<file path="config.mk">
export PLATFORM = sky130hd
export DESIGN_NAME = display_window_pixel_framer
export DESIGN_NICKNAME = d
export VERILOG_FILES = /design/src/rtl/core/dwpf_pkg.sv /design/src/rtl/core/display_window_pixel_framer.sv /design/src/rtl/core/dwpf_front.sv /design/src/rtl/core/dwpf_queue.sv /design/src/rtl/core/dwpf_back.sv
export VERILOG_INCLUDE_DIRS = /design/src /design/src/rtl/core
export SDC_FILE = /design/constraint.sdc
export NUM_CORES = 1
export LEC_CHECK = 0
export ABC_AREA = 1
export BUFFER_PORTS_ARGS = -buffer_cell sky130_fd_sc_hd__buf_2
export CAP_MARGIN = 10
export CORE_MARGIN = 3
export CORE_UTILIZATION = 30
export CTS_CLUSTER_DIAMETER = 30
export CTS_CLUSTER_SIZE = 24
export DETAILED_ROUTE_END_ITERATION = 6
export GPL_ROUTABILITY_DRIVEN = 1
export HOLD_SLACK_MARGIN = 0.03
export PLACE_DENSITY = 0.49
export SLEW_MARGIN = 20
export SYNTH_ARGS = -nofsm -noshare
export SYNTH_HDL_FRONTEND = slang
export SYNTH_HIERARCHICAL = 1
export SYNTH_SLANG_ARGS = --single-unit
</file>
<file path="constraint.sdc">
create_clock -name i_clk -period 9.3 [get_ports i_clk]
set_clock_uncertainty 0.15 [all_clocks]
set_input_delay 1.86 -clock i_clk [delete_from_list [all_inputs] [get_ports i_clk]]
set_output_delay 1.86 -clock i_clk [all_outputs]
set_load 0.01 [all_outputs]
</file>
<file path="src/rtl/core/assert_macros.svh">
// Assertion macros used by the framer's byte sequencer
`ifndef ASSERT_MACROS_SVH
`define ASSERT_MACROS_SVH

// same-cycle implication
`define ASSERT_IMPLY(label, clk, rst_n, ante, cons, msg) \
    label: assert property (@(posedge clk) disable iff (!(rst_n)) (ante) |-> (cons)) \
        else $error(msg);

// next-cycle implication
`define ASSERT_NEXT(label, clk, rst_n, ante, cons, msg) \
    label: assert property (@(posedge clk) disable iff (!(rst_n)) (ante) |=> (cons)) \
        else $error(msg);

`endif

</file>
<file path="src/rtl/core/dwpf_pkg.sv">
// Types and constants shared by the display window pixel framer
package dwpf_pkg;

    localparam logic [1:0] FUNC_WINDOW = 2'd0;
    localparam logic [1:0] FUNC_PIXEL  = 2'd1;
    localparam logic [1:0] FUNC_RAW    = 2'd2;
    localparam logic [1:0] FUNC_NONE   = 2'd3;

    localparam logic [1:0] CFG_GRAY     = 2'd0;
    localparam logic [1:0] CFG_COL_OP   = 2'd1;
    localparam logic [1:0] CFG_PAGE_OP  = 2'd2;
    localparam logic [1:0] CFG_MEMWR_OP = 2'd3;

    localparam logic [7:0] RST_COL_OP   = 8'd42;
    localparam logic [7:0] RST_PAGE_OP  = 8'd43;
    localparam logic [7:0] RST_MEMWR_OP = 8'd44;

    localparam logic [15:0] GRAY_WR = 16'd77;
    localparam logic [15:0] GRAY_WG = 16'd150;
    localparam logic [15:0] GRAY_WB = 16'd29;

    localparam int Q_DEPTH = 4;
    localparam int Q_AW    = 2;
    localparam int Q_CW    = 3;
    localparam int CNT_W   = 4;

    typedef struct packed {
        logic       gray_enable;
        logic [7:0] col_op;
        logic [7:0] page_op;
        logic [7:0] memwr_op;
    } t_cfg;

    // window: xs, xe, ys, ye from high to low
    // pixel:  r in [23:16], g in [15:8], b in [7:0]
    // raw:    dc level in [8], byte in [7:0]
    typedef struct packed {
        logic [1:0]  kind;
        logic [63:0] data;
    } t_rec;

endpackage

</file>
<file path="src/rtl/core/display_window_pixel_framer.sv">
// Top level of the display window pixel framer: config registers and the three parts
// Output: one byte per cycle while requests wait and the receiver is ready; a pixel
// is 3 bytes, a window 11, a raw byte 1, paced by the byte sequencer; a 4-entry
// queue decouples the two ends.
// Reset (synchronous, active low) empties the pipeline and queue, sets gray mode off
// and the column, page and memory-write command bytes to 42, 43 and 44.
module display_window_pixel_framer
    import dwpf_pkg::*;
(
    input  logic        i_clk,
    input  logic        i_rst_n,
    input  logic        i_in_valid,
    output logic        o_in_ready,
    input  logic [1:0]  i_func,
    input  logic [15:0] i_x_start,
    input  logic [15:0] i_x_end,
    input  logic [15:0] i_y_start,
    input  logic [15:0] i_y_end,
    input  logic [7:0]  i_red,
    input  logic [7:0]  i_green,
    input  logic [7:0]  i_blue,
    input  logic [7:0]  i_raw_byte,
    input  logic        i_raw_is_data,
    output logic        o_out_valid,
    input  logic        i_out_ready,
    output logic [7:0]  o_spi_byte,
    output logic        o_dc_flag,
    output logic        o_last,
    input  logic        i_cfg_we,
    input  logic [1:0]  i_cfg_index,
    input  logic [7:0]  i_cfg_data
);

    t_cfg r_cfg;
    logic s_push_valid;
    logic s_push_ready;
    t_rec s_push_rec;
    logic s_pop_valid;
    logic s_pop_ready;
    t_rec s_pop_rec;

    always_ff @(posedge i_clk) begin
        if (!i_rst_n) begin
            r_cfg.gray_enable <= 1'b0;
            r_cfg.col_op      <= RST_COL_OP;
            r_cfg.page_op     <= RST_PAGE_OP;
            r_cfg.memwr_op    <= RST_MEMWR_OP;
        end else if (i_cfg_we) begin
            case (i_cfg_index)
                CFG_GRAY:     r_cfg.gray_enable <= i_cfg_data[0];
                CFG_COL_OP:   r_cfg.col_op      <= i_cfg_data;
                CFG_PAGE_OP:  r_cfg.page_op     <= i_cfg_data;
                CFG_MEMWR_OP: r_cfg.memwr_op    <= i_cfg_data;
                default:      r_cfg             <= r_cfg;
            endcase
        end
    end

    dwpf_front u_front (
        .i_clk         (i_clk),
        .i_rst_n       (i_rst_n),
        .i_cfg         (r_cfg),
        .i_in_valid    (i_in_valid),
        .o_in_ready    (o_in_ready),
        .i_func        (i_func),
        .i_x_start     (i_x_start),
        .i_x_end       (i_x_end),
        .i_y_start     (i_y_start),
        .i_y_end       (i_y_end),
        .i_red         (i_red),
        .i_green       (i_green),
        .i_blue        (i_blue),
        .i_raw_byte    (i_raw_byte),
        .i_raw_is_data (i_raw_is_data),
        .o_push_valid  (s_push_valid),
        .i_push_ready  (s_push_ready),
        .o_push_rec    (s_push_rec)
    );

    dwpf_queue u_queue (
        .i_clk        (i_clk),
        .i_rst_n      (i_rst_n),
        .i_push_valid (s_push_valid),
        .o_push_ready (s_push_ready),
        .i_push_rec   (s_push_rec),
        .o_pop_valid  (s_pop_valid),
        .i_pop_ready  (s_pop_ready),
        .o_pop_rec    (s_pop_rec)
    );

    dwpf_back u_back (
        .i_clk       (i_clk),
        .i_rst_n     (i_rst_n),
        .i_cfg       (r_cfg),
        .i_pop_valid (s_pop_valid),
        .o_pop_ready (s_pop_ready),
        .i_pop_rec   (s_pop_rec),
        .o_out_valid (o_out_valid),
        .i_out_ready (i_out_ready),
        .o_spi_byte  (o_spi_byte),
        .o_dc_flag   (o_dc_flag),
        .o_last      (o_last)
    );

endmodule

</file>
<file path="src/rtl/core/dwpf_front.sv">
// Front end: accept requests, drop unused selectors, convert pixels to gray when gray mode is on
module dwpf_front
    import dwpf_pkg::*;
(
    input  logic        i_clk,
    input  logic        i_rst_n,
    input  t_cfg        i_cfg,
    input  logic        i_in_valid,
    output logic        o_in_ready,
    input  logic [1:0]  i_func,
    input  logic [15:0] i_x_start,
    input  logic [15:0] i_x_end,
    input  logic [15:0] i_y_start,
    input  logic [15:0] i_y_end,
    input  logic [7:0]  i_red,
    input  logic [7:0]  i_green,
    input  logic [7:0]  i_blue,
    input  logic [7:0]  i_raw_byte,
    input  logic        i_raw_is_data,
    output logic        o_push_valid,
    input  logic        i_push_ready,
    output t_rec        o_push_rec
);

    logic        r_valid;
    t_rec        r_rec;
    t_rec        n_rec;
    logic [15:0] s_sum;
    logic [7:0]  s_gray;
    logic [7:0]  s_r;
    logic [7:0]  s_g;
    logic [7:0]  s_b;

    assign s_sum  = ({8'd0, i_red} * GRAY_WR) + ({8'd0, i_green} * GRAY_WG)
                  + ({8'd0, i_blue} * GRAY_WB);
    assign s_gray = s_sum[15:8];
    assign s_r    = i_cfg.gray_enable ? s_gray : i_red;
    assign s_g    = i_cfg.gray_enable ? s_gray : i_green;
    assign s_b    = i_cfg.gray_enable ? s_gray : i_blue;

    always_comb begin
        n_rec.kind = i_func;
        case (i_func)
            FUNC_WINDOW: n_rec.data = {i_x_start, i_x_end, i_y_start, i_y_end};
            FUNC_PIXEL:  n_rec.data = {40'd0, s_r, s_g, s_b};
            FUNC_RAW:    n_rec.data = {55'd0, i_raw_is_data, i_raw_byte};
            default:     n_rec.data = 64'd0;
        endcase
    end

    assign o_in_ready   = !r_valid || i_push_ready;
    assign o_push_valid = r_valid;
    assign o_push_rec   = r_rec;

    always_ff @(posedge i_clk) begin
        if (!i_rst_n) begin
            r_valid <= 1'b0;
        end else if (o_in_ready) begin
            r_valid <= i_in_valid && (i_func != FUNC_NONE);
        end
    end

    always_ff @(posedge i_clk) begin
        if (o_in_ready && i_in_valid) begin
            r_rec <= n_rec;
        end
    end

endmodule

</file>
<file path="src/rtl/core/dwpf_queue.sv">
// Short request queue between front end and byte sequencer
module dwpf_queue
    import dwpf_pkg::*;
(
    input  logic i_clk,
    input  logic i_rst_n,
    input  logic i_push_valid,
    output logic o_push_ready,
    input  t_rec i_push_rec,
    output logic o_pop_valid,
    input  logic i_pop_ready,
    output t_rec o_pop_rec
);

    t_rec            r_mem [Q_DEPTH];
    logic [Q_AW-1:0] r_wr_ptr;
    logic [Q_AW-1:0] r_rd_ptr;
    logic [Q_CW-1:0] r_count;
    logic            s_push;
    logic            s_pop;

    assign o_push_ready = (r_count != Q_CW'(Q_DEPTH));
    assign o_pop_valid  = (r_count != '0);
    assign o_pop_rec    = r_mem[r_rd_ptr];
    assign s_push       = i_push_valid && o_push_ready;
    assign s_pop        = o_pop_valid && i_pop_ready;

    always_ff @(posedge i_clk) begin
        if (!i_rst_n) begin
            r_wr_ptr <= '0;
            r_rd_ptr <= '0;
            r_count  <= '0;
        end else begin
            if (s_push) begin
                r_wr_ptr <= r_wr_ptr + 1'b1;
            end
            if (s_pop) begin
                r_rd_ptr <= r_rd_ptr + 1'b1;
            end
            if (s_push && !s_pop) begin
                r_count <= r_count + 1'b1;
            end else if (s_pop && !s_push) begin
                r_count <= r_count - 1'b1;
            end
        end
    end

    always_ff @(posedge i_clk) begin
        if (s_push) begin
            r_mem[r_wr_ptr] <= i_push_rec;
        end
    end

endmodule

</file>
<file path="src/rtl/core/dwpf_back.sv">
// Byte sequencer: expand each request into tagged bytes with an output register
`include "assert_macros.svh"

module dwpf_back
    import dwpf_pkg::*;
(
    input  logic       i_clk,
    input  logic       i_rst_n,
    input  t_cfg       i_cfg,
    input  logic       i_pop_valid,
    output logic       o_pop_ready,
    input  t_rec       i_pop_rec,
    output logic       o_out_valid,
    input  logic       i_out_ready,
    output logic [7:0] o_spi_byte,
    output logic       o_dc_flag,
    output logic       o_last
);

    localparam logic [CNT_W-1:0] SLOT_COL_OP  = 4'd0;
    localparam logic [CNT_W-1:0] SLOT_XS_HI   = 4'd1;
    localparam logic [CNT_W-1:0] SLOT_XS_LO   = 4'd2;
    localparam logic [CNT_W-1:0] SLOT_XE_HI   = 4'd3;
    localparam logic [CNT_W-1:0] SLOT_XE_LO   = 4'd4;
    localparam logic [CNT_W-1:0] SLOT_PAGE_OP = 4'd5;
    localparam logic [CNT_W-1:0] SLOT_YS_HI   = 4'd6;
    localparam logic [CNT_W-1:0] SLOT_YS_LO   = 4'd7;
    localparam logic [CNT_W-1:0] SLOT_YE_HI   = 4'd8;
    localparam logic [CNT_W-1:0] SLOT_YE_LO   = 4'd9;
    localparam logic [CNT_W-1:0] SLOT_MEMWR   = 4'd10;
    localparam logic [CNT_W-1:0] SLOT_RED     = 4'd0;
    localparam logic [CNT_W-1:0] SLOT_GREEN   = 4'd1;
    localparam logic [CNT_W-1:0] SLOT_BLUE    = 4'd2;

    logic             r_busy;
    t_rec             r_rec;
    logic [CNT_W-1:0] r_cnt;
    logic             r_out_valid;
    logic [7:0]       r_byte;
    logic             r_dc;
    logic             r_last;
    logic             s_adv;
    logic [7:0]       s_byte;
    logic             s_dc;
    logic             s_end;

    always_comb begin
        s_byte = 8'd0;
        s_dc   = 1'b1;
        s_end  = 1'b0;
        case (r_rec.kind)
            FUNC_WINDOW: begin
                case (r_cnt)
                    SLOT_COL_OP: begin
                        s_byte = i_cfg.col_op;
                        s_dc   = 1'b0;
                    end
                    SLOT_XS_HI:   s_byte = r_rec.data[63:56];
                    SLOT_XS_LO:   s_byte = r_rec.data[55:48];
                    SLOT_XE_HI:   s_byte = r_rec.data[47:40];
                    SLOT_XE_LO:   s_byte = r_rec.data[39:32];
                    SLOT_PAGE_OP: begin
                        s_byte = i_cfg.page_op;
                        s_dc   = 1'b0;
                    end
                    SLOT_YS_HI:   s_byte = r_rec.data[31:24];
                    SLOT_YS_LO:   s_byte = r_rec.data[23:16];
                    SLOT_YE_HI:   s_byte = r_rec.data[15:8];
                    SLOT_YE_LO:   s_byte = r_rec.data[7:0];
                    default: begin
                        s_byte = i_cfg.memwr_op;
                        s_dc   = 1'b0;
                        s_end  = 1'b1;
                    end
                endcase
            end
            FUNC_PIXEL: begin
                case (r_cnt)
                    SLOT_RED:   s_byte = r_rec.data[23:16];
                    SLOT_GREEN: s_byte = r_rec.data[15:8];
                    default: begin
                        s_byte = r_rec.data[7:0];
                        s_end  = 1'b1;
                    end
                endcase
            end
            default: begin
                s_byte = r_rec.data[7:0];
                s_dc   = r_rec.data[8];
                s_end  = 1'b1;
            end
        endcase
    end

    assign s_adv       = r_busy && (!r_out_valid || i_out_ready);
    assign o_pop_ready = !r_busy || (s_adv && s_end);
    assign o_out_valid = r_out_valid;
    assign o_spi_byte  = r_byte;
    assign o_dc_flag   = r_dc;
    assign o_last      = r_last;

    always_ff @(posedge i_clk) begin
        if (!i_rst_n) begin
            r_busy      <= 1'b0;
            r_cnt       <= '0;
            r_out_valid <= 1'b0;
        end else begin
            if (o_pop_ready) begin
                r_busy <= i_pop_valid;
                r_cnt  <= '0;
            end else if (s_adv) begin
                r_cnt <= r_cnt + 1'b1;
            end
            if (s_adv) begin
                r_out_valid <= 1'b1;
            end else if (i_out_ready) begin
                r_out_valid <= 1'b0;
            end
        end
    end

    always_ff @(posedge i_clk) begin
        if (i_pop_valid && o_pop_ready) begin
            r_rec <= i_pop_rec;
        end
        if (s_adv) begin
            r_byte <= s_byte;
            r_dc   <= s_dc;
            r_last <= s_end;
        end
    end

    `ASSERT_IMPLY(a_pixel_slot, i_clk, i_rst_n,
        r_busy && (r_rec.kind == FUNC_PIXEL), r_cnt <= SLOT_BLUE,
        "pixel slot out of range")
    `ASSERT_IMPLY(a_window_slot, i_clk, i_rst_n,
        r_busy && (r_rec.kind == FUNC_WINDOW), r_cnt <= SLOT_MEMWR,
        "window slot out of range")
    `ASSERT_NEXT(a_pop_loads, i_clk, i_rst_n,
        i_pop_valid && o_pop_ready, r_busy && (r_cnt == '0),
        "popped request not loaded")
    `ASSERT_NEXT(a_end_marked, i_clk, i_rst_n,
        s_adv && s_end, o_out_valid && o_last,
        "final byte not marked")

endmodule

</file>
# After elaboration in Yosys (flattened, before gate mapping)
# Memories as Yosys holds them, arrays and structs flattened. A register that Yosys moved wholly into a read port is not among the register bits.
# Index checks and enable logic that the tools add are counted.
[totals]
output_inout_bits = 12
inputBits = 114
memories = 1
ramBits = 264
word_cells = 94
ff_bits = 115
[classes]
add_sub_neg = 7
reduce_logical = 31
bitwise = 1
n_mul = 3
n_eq_ne = 17
n_mux = 18
[mem_list]
columns = ["memory", "depth", "width", "rd", "rd_clocked_by_memory_dff", "write_ports", "line_no", "rtl"]
rows = [
  ["u_queue.r_mem", 4, 66, 1, 1, 1, "dwpf_queue.sv:15", "t_rec r_mem [Q_DEPTH];"],
]
[op_table]
columns = ["op", "count"]
rows = [
  ["$pmux W64 S3", 1],
  ["$pmux W8 S10", 1],
  ["$pmux W8 S2", 2],
  ["$mul A8 B7 Y15 const B", 2],
  ["$mux W8", 3],
  ["$add A15 B16 Y16", 1],
  ["$add A16 B13 Y16", 1],
  ["$eq A4 B3 Y1 const B", 4],
  ["$mul A8 B5 Y13 const B", 1],
  ["$reduce_or A10 Y1", 1],
  ["$eq A4 B2 Y1 const B", 2],
  ["$eq A4 B4 Y1 const B", 2],
  ["$logic_and A1 B1 Y1", 8],
  ["$reduce_and A2 Y1", 4],
  ["$reduce_or A8 Y1", 1],
  ["$mux W1", 7],
  ["$eq A2 B1 Y1 const B", 3],
  ["$eq A2 B2 Y1 const B", 3],
  ["$logic_not A2 Y1", 3],
  ["$mux W3", 2],
  ["$logic_not A1 Y1", 5],
  ["$add A2 B1 Y2 const B", 2],
  ["$add A4 B1 Y4 const B", 1],
  ["$eq A4 B1 Y1 const B", 1],
  ["other kinds (11)", 16],
]

# Longest topological paths before layout
[logic_depth]
ltp_word = 10
depth_mapped = 29
mapped_depth_nobuf = 29

# Cells and area by module
# The synthesis kept the hierarchy.
[modules_own_cells]
columns = ["module", "seq_area_each_um2", "area_per_inst_um2", "cells_per_inst", "instances"]
rows = [
  ["dwpf_queue", 8107.8, 10861.7, 706, 1],
  ["dwpf_front", 2001.9, 6386.1, 718, 1],
  ["dwpf_back", 2402.3, 3852.4, 392, 1],
  ["display_window_pixel_framer", 500.5, 1047.3, 145, 1],
]

# Least setup slack after synthesis
# No wires, ideal clock.
[synth_path]
path_type = "input-to-reg"
start = "in i_green[3]"
end = "reg u_front.r_rec (netlist bit u_front/o_push_rec[5]) (data pin)"
setup_time_ps = 259
required_ps = 8891
path_stages = 27
arrival_time_ps = 7128
path_buffers = 0
slack_ps = 1763
path_cell_list = "ha_1 ha_1 ha_1 inv_1 fa_1 inv_1 ha_1 a21o_1 a21oi_2 xnor2_1 fa_1 fa_1 inv_1 fa_1 fa_1 inv_1 ha_1 nand2_1 inv_2 nand2_1 nand3_1 a21oi_1 nand2_1 nand2_1 nand3_1 nand2_1 nand3_1"
[synth_rtl]
columns = ["item", "line_no", "rtl"]
rows = [
  ["from (decl)", "display_window_pixel_framer.sv:20", "input logic [7:0] i_green,"],
  ["to (signal assigned)", "dwpf_front.sv:65", "r_rec <= n_rec;"],
  ["to (decl)", "dwpf_front.sv:26", "t_rec r_rec;"],
]

==> run_results.csv <==
group,metric,value,unit
outcome,status,"finished, final reports clean",
sta,hold_viol,0,
clock_tree,ctsLongestPathBuffers,3,
sta,max_freq,134,MHz
layout,final_common_cell,"edfxtp_1",
synth,synthesis.nets,2224,
synth,ys.warnings.count,6,
global_routing,first_global_vias,14900,
sta,setup_tns,0,ns
place,post-place-ws,1.22,ns
place,port_buffers,125,
power,max-vdd-ir-drop,0.199,mV
clock_tree,postCtsHoldBufs,0,
clock_tree,post_cts_buffers,0,
detailed_routing,ant_nets,0,
critical_path,max_stage_delay,0.54,ns
clock_tree,htree_levels,3,
synth,synth.ff_latch_count,447,
global_routing,grt_max_degree,87,
sta,fin_crit,7.44,ns
clock_tree,cts_tree,"yes",
critical_path,r2r_setup_slack,5.75,ns
synth,ys_seq_area_share,58.8,%
synth,synth_flop_cell,"edfxtp_1",
sta,setup_viol,0,
power,p_clk_share,33.1,%
global_routing,gr-total-overflow,0,
synth,syn_avg_cell_area,11.3,µm²
power,p_sw_share,37.0,%
detailed_routing,routed_wl,57100,µm
critical_path,crit_fanout,5,
critical_path,start_kind,"input port",
sta,worst_slack,1.86,ns
clock_tree,cts_root_buf,"clkbuf_16",
power,p_per_area,344,mW/mm²
die,start_util,30.6,%
die,fp.dieH,278,µm
critical_path,endpoint_kind,"flop",
detailed_routing,wl_per_cell,18.2,µm
critical_path,required,9.49,ns
layout,areaGrowthSynthToFinish,20.0,%
job,cap_violations,0,
clock_tree,clkSlewWorstSetupHoldPaths,0.05,ns
hold_path,hp-start,"r_cfg[8]",
die,die_w,278,µm
critical_path,startpoint,"i_green[3]",
die,core,0.0723,mm²
die,pin_count,126,
place,place_hpwl,38700,µm
critical_path,cp_top_family,"adder cells",
critical_path,path_buf_inv,6,
layout,seq_area,0.0130,mm²
synth,synth_edf_count,406,
critical_path,criticalPathCategory,"input port to flop",
layout,multiInputGateArea,0.00774,mm²
die,rows,98,
critical_path,arrival,7.62,ns
layout,nets,2382,
clock_tree,clkSinkCount,447,
global_routing,antenna_found_initial,5,
clock_tree,cts_resized,0,
power,p_seq_share,31.2,%
layout,n_fill_cell,7099,
critical_path,crit_path_top_delay_cell,"fa_1",
power,cell_internal_pwr,5.75,mW
synth,ys_async_sr_fraction,0,%
synth,syn_inst,1961,
sta,fin_hold_ws,0.324,ns
place,place_congestion,0.868,
sta,rsz0062_at_grt,"false",
sta,drv_slew,0,
die,die-area,0.0771,mm²
sta,relSlewSlack,32.9,%
synth,synth_area,0.0221,mm²
sta,tightest_slew,1.01,ns
clock_tree,cts_made_buffers,87,
detailed_routing,vias_per_cell,4.56,
global_routing,grtUsageTotal,14.8,%
global_routing,grt_pass1_wl,87400,µm
detailed_routing,vias,14300,
detailed_routing,first_iter_violations,788,
sta,timing.final.crit_share,80.0,%
layout,final_core_util,36.7,%
detailed_routing,drc,0,
detailed_routing,first_pass_iters,7,
clock_tree,clk_latency,0.61,ns
hold_path,holdCritPathClass,"flop to flop",
critical_path,reg2reg_from,"u_back/r_cnt[3]",
layout,final_cell_mix,"edfxtp_1, nand2_1, inv_1",
synth,ys_types,45,
power,p_leak,10.8,nW
power,combPwrFrac,35.6,%
power,p_sw,3.38,mW
layout,final_layout_size_suffix_gt1_share,19.8,%
[final cells by class]
cell class / count / share of cell area (%)
antenna: 3 / 0.0282
clock buffer: 97 / 8.57
clock inverter: 63 / 2.43
inverter: 256 / 3.64
multi-input combinational: 1189 / 29.1
sequential: 447 / 49.0
tap: 950 / 4.47
timing repair buffer: 138 / 2.74
[synth_stat cells (2+ instances only)]
cell type / count / area, µm²
dfxtp_1: 41 / 821
o21bai_1: 2 / 15.0
o22ai_1: 31 / 194
nand4_1: 29 / 181
nand2_1: 338 / 1270
o21ai_0: 134 / 671
clkbuf_1: 30 / 113
ha_1: 93 / 1160
buf_4: 4 / 30.0
a21oi_2: 5 / 43.8
nor2_4: 44 / 495
buf_12: 5 / 100
nand3b_1: 2 / 15.0
a22o_1: 4 / 35.0
o21ai_1: 12 / 60.1
nand2_2: 12 / 75.1
nand3_2: 12 / 120
nor2_1: 246 / 923
nor3_2: 2 / 20.0
xnor2_1: 6 / 52.6
inv_2: 11 / 41.3
a21boi_0: 4 / 30.0
buf_2: 14 / 70.1
nand3_1: 53 / 265
a21oi_1: 29 / 145
buf_6: 15 / 169
fa_1: 56 / 1120
nor2_2: 9 / 56.3
a21o_1: 4 / 30.0
xor2_1: 8 / 70.1
inv_1: 243 / 912
nand3_4: 2 / 35.0
edfxtp_1: 406 / 12200
o22ai_2: 40 / 500
o21ai_2: 5 / 43.8
[tightest hold or removal path, delay by kind of cell, from the launching register on]
kind	cells	cell delay (ns)
DFF	1	0.33
and+or+nand+nor	2	0.11
[metal layers]
layer	vias to the layer above	part of all wire, %	wire length (µm)	GRT usage [%]
met4	4	2.1	1230	4.93
met2	303	49	28100	25.2
met3	71	4.7	2700	2.83
met1	6970	44	25000	18.9
met5	-	0.049	28	0
li1	6970	-	-	-
[state kept, by name, summed over array words and instances (netlist names), 2 cells and up, named ones only]
name / count
r_cfg: 25
u_back/o_spi_byte: 8
u_back/r_cnt: 4
u_back/r_rec: 66
u_front/o_push_rec: 66
u_queue/r_count: 3
u_queue/r_mem: 264
u_queue/r_rd_ptr: 2
u_queue/r_wr_ptr: 2
[through the flow]
step	std cells	power, mW	instance area (µm²)
finish	3143	9.14	26600
floorplan	1961	5.32	22100
detailed placement	2980	6.19	23600
global placement	2980	6.18	23600
CTS	3140	9.27	26600
global route	3140	9.84	26600
[worst paths after layout]
| check | end | depth (start not counted) |
|---|---|---|
| min | r_cfg[8] | 2 |
| max | u_front/o_push_rec[5] | 28 |
| min reg2reg | r_cfg[8] | 2 |
| max reg2reg | u_back/r_rec[9] | 7 |
[power by group through the flow]
stage / Sequential [mW] / Clock, mW / Combinational (mW)
finish: 2.85 / 3.03 / 3.26
global route: 2.89 / 3.21 / 3.74
CTS: 2.86 / 3.10 / 3.31
detailed placement: 2.90 / 0 / 3.29
global placement: 2.89 / 0 / 3.29
floorplan: 2.79 / 0 / 2.52
[cells by family after synthesis]
group	after synthesis	share of synthesized area, %
fa+ha+maj	149	10.3
buf+inv	325	6.56
simple gates	753	15.7
xor+xnor	14	0.554
compound gates	273	8.11
flops	447	58.8
(Power assumes the default switching activity.)
